File: src/design/vca_pkg.sv
// Shared types, codes and helper functions for the voice channel allocator.
// Used by vca_scan and voice_channel_allocator_core; depends on nothing else.

package vca_pkg;

   localparam int ENTITY_W = 10;
   localparam int CLASS_W  = 4;
   localparam int TIME_W   = 32;
   localparam int CHIDX_W  = 5;

   localparam logic MODE_ALLOCATE = 1'b0;
   localparam logic MODE_RELEASE  = 1'b1;

   localparam logic [CLASS_W-1:0] CLASS_AUTO         = 4'd0;
   localparam logic [CLASS_W-1:0] CLASS_LESS_ATTEN   = 4'd1;
   localparam logic [CLASS_W-1:0] CLASS_VOICE        = 4'd2;
   localparam logic [CLASS_W-1:0] CLASS_VOICE_ATTEN  = 4'd3;
   localparam logic [CLASS_W-1:0] CLASS_VOICE_GLOBAL = 4'd4;

   // One stored channel entry; the busy bit is held separately in flip-flops.
   typedef struct packed {
      logic [ENTITY_W-1:0] entity;
      logic [CLASS_W-1:0]  chan_class;
      logic                loop;
      logic [TIME_W-1:0]   start;
   } entry_type;

   typedef struct packed {
      logic matched;
      logic was_busy;
   } scan_flags_type;

   function automatic logic is_voice(input logic [CLASS_W-1:0] c);
      return (c == CLASS_VOICE) || (c == CLASS_VOICE_ATTEN) || (c == CLASS_VOICE_GLOBAL);
   endfunction

   function automatic logic classes_match(input logic [CLASS_W-1:0] a,
                                          input logic [CLASS_W-1:0] b);
      return (a == b) || (is_voice(a) && is_voice(b));
   endfunction

   function automatic logic is_free_only(input logic [CLASS_W-1:0] c);
      return (c == CLASS_AUTO) || (c == CLASS_LESS_ATTEN);
   endfunction

endpackage

File: src/design/vca_ram.sv
// Generic single-clock RAM with one write port and one registered read port.
// Stands alone; used for the channel entry table.

module vca_ram #(
   parameter int WIDTH = 47,
   parameter int DEPTH = 32,
   localparam int ADDR_W = $clog2(DEPTH)
) (
   input  logic              clock,
   input  logic              wr_en,
   input  logic [ADDR_W-1:0] wr_addr,
   input  logic [WIDTH-1:0]  wr_data,
   input  logic              rd_en,
   input  logic [ADDR_W-1:0] rd_addr,
   output logic [WIDTH-1:0]  rd_data
);

   logic [WIDTH-1:0] mem_ff [DEPTH];
   logic [WIDTH-1:0] rd_data_ff;

   always_ff @(posedge clock) begin
      if (wr_en) begin
         mem_ff[wr_addr] <= wr_data;
      end
      if (rd_en) begin
         rd_data_ff <= mem_ff[rd_addr];
      end
   end

   assign rd_data = rd_data_ff;

endmodule

File: src/design/vca_scan.sv
// Per-entry compare unit: looks at one channel entry a cycle and keeps the
// first same-source match, the first idle channel and the oldest candidate.
// Depends on vca_pkg.

module vca_scan #(
   parameter int NUM_CHANNELS = 32,
   localparam int IDX_W = $clog2(NUM_CHANNELS)
) (
   input  logic                              clock,
   input  logic                              reset,
   input  logic                              clear,
   input  logic                              entry_valid,
   input  logic [IDX_W-1:0]                  entry_index,
   input  vca_pkg::entry_type                entry,
   input  logic                              entry_busy,
   input  logic [vca_pkg::ENTITY_W-1:0]      req_entity,
   input  logic [vca_pkg::CLASS_W-1:0]       req_class,
   input  logic [vca_pkg::ENTITY_W-1:0]      listener,
   output logic [IDX_W-1:0]                  victim,
   output vca_pkg::scan_flags_type           flags
);

   logic                            match_found_ff, match_found_in;
   logic [IDX_W-1:0]                match_idx_ff, match_idx_in;
   logic                            match_busy_ff, match_busy_in;
   logic                            idle_found_ff, idle_found_in;
   logic [IDX_W-1:0]                idle_idx_ff, idle_idx_in;
   logic [IDX_W-1:0]                cand_idx_ff, cand_idx_in;
   logic [vca_pkg::TIME_W-1:0]      cand_start_ff, cand_start_in;

   logic match_hit;
   logic skip;
   logic older;

   assign match_hit = (entry.entity == req_entity)
                      && vca_pkg::classes_match(entry.chan_class, req_class);
   // The listener's busy channels are protected from other entities, and
   // looping channels are skipped by the oldest search, except channel 0.
   assign skip = ((entry.entity == listener) && (req_entity != listener) && entry_busy)
                 || entry.loop;
   assign older = entry.start < cand_start_ff;

   always_comb begin
      match_found_in = match_found_ff;
      match_idx_in   = match_idx_ff;
      match_busy_in  = match_busy_ff;
      idle_found_in  = idle_found_ff;
      idle_idx_in    = idle_idx_ff;
      cand_idx_in    = cand_idx_ff;
      cand_start_in  = cand_start_ff;
      if (clear) begin
         match_found_in = 1'b0;
         idle_found_in  = 1'b0;
      end else if (entry_valid) begin
         if (!match_found_ff && match_hit) begin
            match_found_in = 1'b1;
            match_idx_in   = entry_index;
            match_busy_in  = entry_busy;
         end
         if (!idle_found_ff && !entry_busy) begin
            idle_found_in = 1'b1;
            idle_idx_in   = entry_index;
         end
         // Channel 0 is the starting candidate even when it is protected.
         if (entry_index == '0) begin
            cand_idx_in   = entry_index;
            cand_start_in = entry.start;
         end else if (!skip && older) begin
            cand_idx_in   = entry_index;
            cand_start_in = entry.start;
         end
      end
   end

   always_ff @(posedge clock) begin
      if (reset) begin
         match_found_ff <= 1'b0;
         idle_found_ff  <= 1'b0;
      end else begin
         match_found_ff <= match_found_in;
         idle_found_ff  <= idle_found_in;
      end
      match_idx_ff  <= match_idx_in;
      match_busy_ff <= match_busy_in;
      idle_idx_ff   <= idle_idx_in;
      cand_idx_ff   <= cand_idx_in;
      cand_start_ff <= cand_start_in;
   end

   // The oldest candidate is only used when no channel is idle, so it is
   // always a busy one.
   always_comb begin
      priority if (!vca_pkg::is_free_only(req_class) && match_found_ff) begin
         victim         = match_idx_ff;
         flags.matched  = 1'b1;
         flags.was_busy = match_busy_ff;
      end else if (idle_found_ff) begin
         victim         = idle_idx_ff;
         flags.matched  = 1'b0;
         flags.was_busy = 1'b0;
      end else begin
         victim         = cand_idx_ff;
         flags.matched  = 1'b0;
         flags.was_busy = 1'b1;
      end
   end

endmodule

File: src/design/voice_channel_allocator_core.sv
// Voice channel allocator: top level with the scan sequencer, busy flags,
// channel table and result register. Depends on vca_pkg, vca_ram, vca_scan.
//
// Usage:
//   A request (req_valid/req_ready) either allocates a playback channel for a
//   new sound or releases one. Each request produces exactly one response on
//   rsp_valid/rsp_ready, in order. req_ready is high only while the sequencer
//   is idle; one request is handled at a time.
//   An allocation reads every channel entry once, one per cycle through the
//   single read port of the channel table, and then answers from the finish
//   state; the next request is taken once the sequencer is idle again. A
//   release skips the scan and goes straight to the finish state, where it is
//   answered.
//   The response is held in an output register; a new request may be accepted
//   while it waits. If the receiver stalls, the next request finishes its
//   scan, if any, and then waits until the held response has been taken.
//   Reset marks every channel idle and clears the listener entity; no
//   clearing pass is needed, as idle entries read as zero.
//   csr_write_enable writes the listener entity; the user must write it only
//   while the block is idle; the block itself does not enforce this.

module voice_channel_allocator_core #(
   parameter int NUM_CHANNELS = 32
) (
   input  logic        clock,
   input  logic        reset,
   input  logic        req_valid,
   output logic        req_ready,
   input  logic        req_mode,
   input  logic [9:0]  req_source_entity,
   input  logic [3:0]  req_channel_class,
   input  logic        req_is_looping,
   input  logic [31:0] req_start_time,
   input  logic [4:0]  req_release_index,
   output logic        rsp_valid,
   input  logic        rsp_ready,
   output logic [4:0]  rsp_channel_index,
   output logic        rsp_same_source_replaced,
   output logic        rsp_took_free,
   output logic        rsp_evicted_busy,
   input  logic        csr_write_enable,
   input  logic [9:0]  csr_write_data
);

   localparam int IDX_W  = $clog2(NUM_CHANNELS);
   localparam int WIDE_W = (IDX_W > vca_pkg::CHIDX_W) ? IDX_W : vca_pkg::CHIDX_W;
   localparam logic [IDX_W-1:0] LAST_IDX = IDX_W'(NUM_CHANNELS - 1);

   typedef enum logic [2:0] {
      ST_IDLE   = 3'b001,
      ST_SCAN   = 3'b010,
      ST_FINISH = 3'b100
   } state_type;

   state_type state_ff, state_in;

   logic [IDX_W-1:0]              addr_ff, addr_in;
   logic                          issued_all_ff, issued_all_in;
   logic                          rd_vld_ff;
   logic [IDX_W-1:0]              rd_idx_ff;
   logic                          rd_busy_ff;
   logic [NUM_CHANNELS-1:0]       busy_ff, busy_in;
   logic [vca_pkg::ENTITY_W-1:0]  listener_ff;

   logic                          mode_ff;
   logic [vca_pkg::ENTITY_W-1:0]  entity_ff;
   logic [vca_pkg::CLASS_W-1:0]   class_ff;
   logic                          loop_ff;
   logic [vca_pkg::TIME_W-1:0]    start_ff;
   logic [vca_pkg::CHIDX_W-1:0]   rel_ff;

   logic                          rsp_valid_ff, rsp_valid_in;
   logic [vca_pkg::CHIDX_W-1:0]   rsp_idx_ff;
   logic                          rsp_same_ff;
   logic                          rsp_free_ff;
   logic                          rsp_evict_ff;

   logic                          req_accept;
   logic                          issue;
   logic                          finish_fire;
   logic                          rel_in_range;
   logic [WIDE_W-1:0]             rel_wide;
   logic [IDX_W-1:0]              rel_idx;
   logic [WIDE_W-1:0]             victim_wide;
   logic [IDX_W-1:0]              victim;
   vca_pkg::scan_flags_type       flags;
   vca_pkg::entry_type            ram_q;
   vca_pkg::entry_type            scan_entry;
   vca_pkg::entry_type            new_entry;

   assign req_ready   = (state_ff == ST_IDLE);
   assign req_accept  = req_valid && req_ready;
   assign issue       = (state_ff == ST_SCAN) && !issued_all_ff;
   assign finish_fire = (state_ff == ST_FINISH) && (!rsp_valid_ff || rsp_ready);

   assign rel_in_range = 32'(rel_ff) < 32'(NUM_CHANNELS);
   assign rel_wide     = WIDE_W'(rel_ff);
   assign rel_idx      = rel_wide[IDX_W-1:0];
   assign victim_wide  = WIDE_W'(victim);

   // An idle entry reads as all zero, whatever the table still holds.
   assign scan_entry = rd_busy_ff ? ram_q : '0;

   assign new_entry.entity     = entity_ff;
   assign new_entry.chan_class = class_ff;
   assign new_entry.loop       = loop_ff;
   assign new_entry.start      = start_ff;

   vca_ram #(
      .WIDTH ($bits(vca_pkg::entry_type)),
      .DEPTH (NUM_CHANNELS)
   ) u_table (
      .clock   (clock),
      .wr_en   (finish_fire && (mode_ff == vca_pkg::MODE_ALLOCATE)),
      .wr_addr (victim),
      .wr_data (new_entry),
      .rd_en   (issue),
      .rd_addr (addr_ff),
      .rd_data (ram_q)
   );

   vca_scan #(
      .NUM_CHANNELS (NUM_CHANNELS)
   ) u_scan (
      .clock       (clock),
      .reset       (reset),
      .clear       (req_accept),
      .entry_valid (rd_vld_ff),
      .entry_index (rd_idx_ff),
      .entry       (scan_entry),
      .entry_busy  (rd_busy_ff),
      .req_entity  (entity_ff),
      .req_class   (class_ff),
      .listener    (listener_ff),
      .victim      (victim),
      .flags       (flags)
   );

   always_comb begin
      state_in      = state_ff;
      addr_in       = addr_ff;
      issued_all_in = issued_all_ff;
      unique case (state_ff)
         ST_IDLE: begin
            addr_in       = '0;
            issued_all_in = 1'b0;
            if (req_accept) begin
               state_in = (req_mode == vca_pkg::MODE_RELEASE) ? ST_FINISH : ST_SCAN;
            end
         end
         ST_SCAN: begin
            if (issue) begin
               if (addr_ff == LAST_IDX) begin
                  issued_all_in = 1'b1;
               end else begin
                  addr_in = addr_ff + 1'b1;
               end
            end
            if (rd_vld_ff && (rd_idx_ff == LAST_IDX)) begin
               state_in = ST_FINISH;
            end
         end
         ST_FINISH: begin
            if (finish_fire) begin
               state_in = ST_IDLE;
            end
         end
         default: begin
            state_in = ST_IDLE;
         end
      endcase
   end

   always_comb begin
      busy_in = busy_ff;
      if (finish_fire) begin
         if (mode_ff == vca_pkg::MODE_RELEASE) begin
            if (rel_in_range) begin
               busy_in[rel_idx] = 1'b0;
            end
         end else begin
            busy_in[victim] = 1'b1;
         end
      end
   end

   always_comb begin
      rsp_valid_in = rsp_valid_ff;
      if (finish_fire) begin
         rsp_valid_in = 1'b1;
      end else if (rsp_valid_ff && rsp_ready) begin
         rsp_valid_in = 1'b0;
      end
   end

   always_ff @(posedge clock) begin
      if (reset) begin
         state_ff      <= ST_IDLE;
         issued_all_ff <= 1'b0;
         rd_vld_ff     <= 1'b0;
         busy_ff       <= '0;
         listener_ff   <= '0;
         rsp_valid_ff  <= 1'b0;
      end else begin
         state_ff      <= state_in;
         issued_all_ff <= issued_all_in;
         rd_vld_ff     <= issue;
         busy_ff       <= busy_in;
         rsp_valid_ff  <= rsp_valid_in;
         if (csr_write_enable) begin
            listener_ff <= csr_write_data;
         end
      end
   end

   always_ff @(posedge clock) begin
      addr_ff    <= addr_in;
      rd_idx_ff  <= addr_ff;
      rd_busy_ff <= busy_ff[addr_ff];
      if (req_accept) begin
         mode_ff   <= req_mode;
         entity_ff <= req_source_entity;
         class_ff  <= req_channel_class;
         loop_ff   <= req_is_looping;
         start_ff  <= req_start_time;
         rel_ff    <= req_release_index;
      end
      if (finish_fire) begin
         if (mode_ff == vca_pkg::MODE_RELEASE) begin
            rsp_idx_ff   <= rel_ff;
            rsp_same_ff  <= 1'b0;
            rsp_free_ff  <= 1'b0;
            rsp_evict_ff <= 1'b0;
         end else begin
            rsp_idx_ff   <= victim_wide[vca_pkg::CHIDX_W-1:0];
            rsp_same_ff  <= flags.matched;
            rsp_free_ff  <= !flags.was_busy;
            rsp_evict_ff <= flags.was_busy && !flags.matched;
         end
      end
   end

   assign rsp_valid                = rsp_valid_ff;
   assign rsp_channel_index        = rsp_idx_ff;
   assign rsp_same_source_replaced = rsp_same_ff;
   assign rsp_took_free            = rsp_free_ff;
   assign rsp_evicted_busy         = rsp_evict_ff;

endmodule
File: config.mk
export PLATFORM = sky130hd
export DESIGN_NAME = voice_channel_allocator_core
export DESIGN_NICKNAME = d
export VERILOG_FILES = /design/src/design/vca_pkg.sv /design/src/design/vca_ram.sv /design/src/design/vca_scan.sv /design/src/design/voice_channel_allocator_core.sv
export SDC_FILE = /design/constraint.sdc
export NUM_CORES = 2
export LEC_CHECK = 0
export BUFFER_PORTS_ARGS = -buffer_cell sky130_fd_sc_hd__buf_2
export CORE_UTILIZATION = 60
export DETAILED_ROUTE_END_ITERATION = 6
export GPL_ROUTABILITY_DRIVEN = 0
export PLACE_DENSITY = 0.77
export SYNTH_ARGS = -nofsm -noshare
export SYNTH_HDL_FRONTEND = slang
export SYNTH_SLANG_ARGS = --single-unit
export TNS_END_PERCENT = 20
File: constraint.sdc
create_clock -name clock -period 7.65 [get_ports clock]
set_input_delay 0 -clock clock [delete_from_list [all_inputs] [get_ports clock]]
set_output_delay 0 -clock clock [all_outputs]
set_load 0.005 [all_outputs]
# Word level (Yosys, flattened, before mapping)
# Memories as Yosys holds them, arrays and structs flattened. A register that Yosys moved wholly into a read port is not among the register bits.
# Cells that the tools add are included.
[word_totals] reg_bits=170 ramBits=1504 mem_bits_ro=0 output_inout_bits=10 mem_count=1 latch_bits=0
[memory_table] name="u_table.mem_ff" depth=32 word_bits=47 rd=1 rd_clocked_by_memory_dff=1 write_ports=1 line_no="vca_ram.sv:18" source="logic [WIDTH-1:0] mem_ff [DEPTH];"
[op_classes] multipliers=0 div=0 bitwise=5 n_mux=32 shift=0 magnitude_cmp=6 n_reduce_logical=48 eq_ne=22 n_addsub=1
[ops] op="$mux 32" count=3
[ops] op="$mux 47" count=1
[ops] op="$mux 5" count=7
[ops] op="$and 32x32->32" count=1
[ops] op="$lt 32x32->1" count=1
[ops] op="$not 32->32" count=1
[ops] op="$or 32x32->32" count=1
[ops] op="$eq 10x10->1" count=2
[ops] op="$lt 5x6->1 const B" count=3
[ops] op="$reduce_and 3->1" count=6
[ops] op="$logic_and 1x1->1" count=17
[ops] op="$eq 4x2->1 const B" count=4
[ops] op="$mux 3" count=4
[ops] op="$demux 1 s5" count=2
[ops] op="$eq 5x5->1 const B" count=2
[ops] op="$ge 5x1->1 const B" count=2
[ops] op="$mux 1" count=10
[ops] op="$ne 10x10->1" count=1
[ops] op="$pmux 5 s2" count=1
[ops] op="$logic_not 1->1" count=9
[ops] op="$pmux 3 s3" count=1
[ops] op="$eq 4x3->1 const B" count=2
[ops] op="$logic_or 1x1->1" count=8
[ops] op="$ne 2x1->1 const B" count=3
[ops] op="other kinds (16)" count=22

# Logic depth before layout (Yosys ltp)
[logic_depth] word_depth=11 depth_mapped=11 ltp_nobuf=8

# By module
# From an unflattened synthesis, not the netlist that was laid out.
[unflattened] hier_cells=3959 area_unflattened_um2=67678.7
[modules_own_cells] mod="vca_ram" cells_each=3296 instances=1 area_each_um2=59938.7
[modules_own_cells] mod="voice_channel_allocator_core" cells_each=418 instances=1 area_each_um2=4864.7
[modules_own_cells] mod="vca_scan" cells_each=245 instances=1 area_each_um2=2875.3

# Worst setup path before layout
# No wires, ideal clock.
[synth_timing] path_kind="register to register" start="reg class_ff[1] (netlist bit)" end="reg busy_ff[6]" arrival_ps=4300 n_path_buf=0 t_required_ps=7583 setup_slack_ps=3283 stages_incl_launch_ff=7 cell_sequence="edfxtp_1 o31ai_2 mux2_2 nor2_1 nand2_1 nor2_1 o221a_2"
[synth_via] elab_chain_cells=11 elab_cells_between_ends=13 classes_between="2 x order compare; 1 x eq/ne; 4 x mux; 1 x bitwise; 5 x reduce/logical"
[synth_lines] item="from (decl)" line_no="voice_channel_allocator_core.sv:67" source="logic [vca_pkg::CLASS_W-1:0] class_ff;"
[synth_lines] item="from (signal assigned)" line_no="voice_channel_allocator_core.sv:223" source="class_ff <= req_channel_class;"
[synth_lines] item="$eq 4x1->1 or $logic_not 4->1 (tied branches)" line_no="vca_pkg.sv:43" source="return (c == CLASS_AUTO) || (c == CLASS_LESS_ATTEN);"
[synth_lines] item="$logic_or 1x1->1 (*)" line_no="vca_pkg.sv:43"
[synth_lines] item="$logic_not 1->1 (*)" line_no="vca_scan.sv:93" source="priority if (!vca_pkg::is_free_only(req_class) && match_found_ff) begin"
[synth_lines] item="$logic_and 1x1->1 (*)" line_no="vca_scan.sv:93"
[synth_lines] item="$mux 5 (*)" line_no="vca_scan.sv:93"
[synth_lines] item="$lt 5x6->1 (not written as such) or $ge 5x1->1 (tied branches)" line_no="voice_channel_allocator_core.sv:182" source="busy_in[victim] = 1'b1;"
[synth_lines] item="$logic_and 1x1->1 (not written as such)" line_no="voice_channel_allocator_core.sv:182"
[synth_lines] item="$mux 1 (not written as such)" line_no="voice_channel_allocator_core.sv:182"
[synth_lines] item="$demux 1 s5 (*)" line_no="voice_channel_allocator_core.sv:182"
[synth_lines] item="$or 32x32->32 (no line) (*)"
[synth_lines] item="$mux 32 (*)" line_no="voice_channel_allocator_core.sv:177" source="if (mode_ff == vca_pkg::MODE_RELEASE) begin"
[synth_lines] item="to (signal assigned)" line_no="voice_channel_allocator_core.sv:208" source="busy_ff <= busy_in;"
[synth_lines] item="to (decl)" line_no="voice_channel_allocator_core.sv:62" source="logic [NUM_CHANNELS-1:0] busy_ff, busy_in;"
# Mark *: on every way between the ends. The rest lies on a longest branch, timed or not.
# A chain may end at the register's enable or synchronous reset.

# Worst setup path in the final report
[layout_timing] start="reg class_ff[1] (netlist bit)" end="mem u_table.mem_ff[12][2] (enable)"
[layout_via] elab_chain_cells=5 elab_cells_between_ends=6 classes_between="1 x eq/ne; 1 x mux; 4 x reduce/logical"
[layout_lines] item="$eq 4x1->1 or $logic_not 4->1 (tied branches)" line_no="vca_pkg.sv:43"
[layout_lines] item="$logic_or 1x1->1 (*)" line_no="vca_pkg.sv:43"
[layout_lines] item="$logic_not 1->1 (*)" line_no="vca_scan.sv:93"
[layout_lines] item="$logic_and 1x1->1 (*)" line_no="vca_scan.sv:93"
[layout_lines] item="$mux 5 (*)" line_no="vca_scan.sv:93"
[layout_lines] item="to (decl)" line_no="vca_ram.sv:18"
# Marked as above.

==> flow_summary.ini <==
[setup_path]
worst_r2r_path_depth = 6
path_max_fanout = 38
crit-reg2reg-launch = class_ff[1]
path_class = flip-flop to flip-flop
capture_point_of_the_worst_reg_to_reg_path = u_table.mem_ff[12][2]
capturing_element_type_of_the_critical_path = flip-flop
internal_reg_to_reg_setup_slack_ns = 2.97
cp-start-kind = flip-flop
critPathRequiredTime_ns = 8.05
worst_ep_arrival_time_ns = 5.08

[yosys]
commonest_cells_in_the_synthesized_netlist = sky130_fd_sc_hd__edfxtp_1, sky130_fd_sc_hd__mux4_2, sky130_fd_sc_hd__nor2_1, sky130_fd_sc_hd__clkbuf_1, sky130_fd_sc_hd__dfxtp_1
synth_top_area_share_pct = 75.67
post_synth_instance_area_um2 = 66070
net_count_of_the_mapped_netlist = 2940
synth_enable_flop_cells = 1665
distinct_cell_type_count_of_the_synthesized_netlist = 54
syn_inst = 2839
yosysWarningCount = 0
yosys.cell_count.top_type = sky130_fd_sc_hd__edfxtp_1
synthesis.area_per_instance_um2 = 23.27
postSynthRegisterBits = 1721
postSynth.topFlopCell = sky130_fd_sc_hd__edfxtp_1
synth.area.top_cells = sky130_fd_sc_hd__edfxtp_1, sky130_fd_sc_hd__mux4_2, sky130_fd_sc_hd__dfxtp_1
synth_seq_area_share_pct = 77.37
post-synth-top-area-cell = sky130_fd_sc_hd__edfxtp_1
synth_async_sr_flop_share_pct = 0

[die]
die_area_um2 = 111500
die_width_um = 333.8
num_rows = 121
io_pins = 78
die_h_um = 333.8
initial_utilization_pct = 60.61
floorplan.core_area_um2 = 109000

[placement]
post-dp-hpwl_um = 91840
dp_cells = 4284
detailed_place.area_um2 = 68570
number_of_i_o_port_buffers = 77

[detailed_routing]
drtPass1Iterations = 6
wl_um = 168100
dr_total_vias = 32949
detail_route.iter0.violations = 5511
drt-wirelength-per-cell_um = 35.49
detail_route.drc_violations = 0
postRouteAntennaNets = 0
route.detailed.vias_per_inst = 6.957

[hold_path]
holdPathEnd = class_ff[1]
worst_hold_path_type = input port to flip-flop
worst_hold_path_startpoint = req_channel_class[1]
holdPathStages = 2

[timing]
tightestPinTransition_ns = 1.470
number_of_failing_hold_endpoints_at_the_final_stage = 0
max_slew_margin_pct = 2.019
grt_setup_unrepaired = false
worst_clock_skew_ns = 0.05481
fin_crit_ns = 4.679
clock.fmax_ghz = 0.2137
setup_viol_count_final = 0
final-max-slew-violation-count = 0
setup_total_negative_slack_ns = 0
layout_worst_path_cycle_share_pct = 61.16

[pwr]
intPower_mw = 15.85
ir_drop_mv = 0.2093
comb_power_share_pct = 7.5
clock_power_share_pct = 40.7
power.static_leakage_nw = 23.64
switching_power_mw = 4.548
relative_contribution_of_sequential_cells_to_total_power_pct = 51.8
cellPowerDensity_nw_per_um2 = 270.0
sw_frac_of_total_pct = 22.29

[global_routing]
grt_pass1_vias = 32994
grt.met1_usage_pct = 43.28
gr-usage-met3_pct = 7.294
grt_max_degree = 171
use_met2_pct = 48.51
antenna_found_initial = 21
first_pass_grt_wire_length_um = 239600
globalRoute.busiestLayer = met2
grt-ovfl-total = 0
global_route.usage.total_pct = 30.75

[status]
outcome = finished clean

[final_layout]
drive_above_1_share_pct = 29.77
n_fill_cell = 6116
postLayoutCellArea_um2 = 75560
area_growth_syn_to_layout_pct = 14.36
instances_no_fill = 4736
nets = 3284

[clock_tree]
worst_skew_pair.late_latency_ns = 0.79
clock_tree.root_cell = sky130_fd_sc_hd__clkbuf_16
cts_tree = built
clkTransAtPathRegs_ns = 0.06
tritoncts_num_sinks = 1721
cts_inserted_buffers = 167
post-cts-setup-buffers = 0
cts.path.max_buffers = 3
ctsHtreeMaxLevel = 4

[flow_run]
max_cap_violations = 0
## kinds of logic after synthesis
family | share of synthesized area, %
fa+ha+maj | 0.6249
simple gates | 1.704
mux | 17.54
flops | 77.37
buf+inv | 1.108
compound gates | 1.310
xor+xnor | 0.3447
## area by class of cell
type | count | area, µm² | share of cell area, %
Antenna cell | 3 | 7.507 | 0.009935
Inverter | 40 | 152.6 | 0.2020
Timing Repair Buffer | 302 | 2532 | 3.352
Clock inverter | 92 | 1033 | 1.368
Clock buffer | 213 | 4476 | 5.923
Sequential cell | 1721 | 51120 | 67.66
Multi-Input combinational cell | 951 | 14470 | 19.15
Tap cell | 1414 | 1769 | 2.341
## worst max-delay path, cell delays in order, from the launching register on
cell and delay [ns]:
sky130_fd_sc_hd__edfxtp_1 0.86, sky130_fd_sc_hd__o31ai_2 1.15, sky130_fd_sc_hd__mux2_2 0.47, sky130_fd_sc_hd__nor2_1 0.15, sky130_fd_sc_hd__nand2_1 0.26, sky130_fd_sc_hd__nor2_4 0.79
sky130_fd_sc_hd__buf_4 0.57
## power groups by stage
stage / combinational (mW) / clock [mW] / sequential (mW)
2_1_floorplan: 0.887 / 0 / 10.7
3_5_place_dp: 1.42 / 0 / 10.8
5_1_grt: 1.58 / 8.70 / 10.6
3_3_place_gp: 1.39 / 0 / 10.7
6_report: 1.53 / 8.31 / 10.6
4_1_cts: 1.50 / 8.35 / 10.6
## worst max path at each step
stage / from / end / slack, ns / cells after the start
after global routing: class_ff[1] / u_table.mem_ff[13][4] / 2.77 / 6
after global placement: class_ff[1] / u_table.mem_ff[12][9] / 3.21 / 6
after detailed placement: class_ff[1] / u_table.mem_ff[13][9] / 2.98 / 6
after CTS: class_ff[1] / u_table.mem_ff[13][13] / 2.96 / 6
after floorplan: class_ff[1] / busy_ff[6] / 3.28 / 6
final: class_ff[1] / u_table.mem_ff[12][2] / 2.97 / 6
## placed cells by master (no fill, tap or decap), types with 45 or more instances in the layout
master                             n
sky130_fd_sc_hd__buf_2            77
sky130_fd_sc_hd__buf_4            76
sky130_fd_sc_hd__clkbuf_16       170
sky130_fd_sc_hd__dfxtp_1          55
sky130_fd_sc_hd__dlygate4sd3_1   142
sky130_fd_sc_hd__edfxtp_1       1665
sky130_fd_sc_hd__mux2_2           54
sky130_fd_sc_hd__mux4_2          480
sky130_fd_sc_hd__nor2_1           45
## metal layers
layer	share of wire, %	up-vias
li1	-	12764
met1	36	17176
met2	49	2631
met3	12	370
met4	3.2	8
met5	0.028	-
## metrics by stage
| stage | utilization, % | hold WS [ns] | worst slack, ns | total power, mW |
|---|---|---|---|---|
| floorplan | - | 0.09887 | 3.283 | 11.61 |
| global placement | 62.90 | 0.1759 | 3.214 | 12.14 |
| detailed placement | 62.90 | 0.1781 | 2.984 | 12.18 |
| CTS | 69.26 | 0.03646 | 2.958 | 20.41 |
| global route | 69.31 | 0.04480 | 2.767 | 20.84 |
| finish | 69.32 | 0.06539 | 2.971 | 20.40 |
## what timing repair did
item,CTS,global route
hold buffers,142,0
resized for setup,0,0
endpoints found under the hold margin,93,0
## registers in the layout, indices dropped and copies added, names as in the netlist, 3 cells and up
signal / flops
addr_ff: 5
busy_ff: 32
class_ff: 4
entity_ff: 10
listener_ff: 10
rd_idx_ff: 5
rel_ff: 5
rsp_channel_index: 5
start_ff: 32
state_ff: 3
u_scan.cand_idx_ff: 5
u_scan.cand_start_ff: 32
u_scan.idle_idx_ff: 5
u_scan.match_idx_ff: 5
u_table.mem_ff: 1504
u_table.rd_data: 47
(Power assumes the default switching activity.)
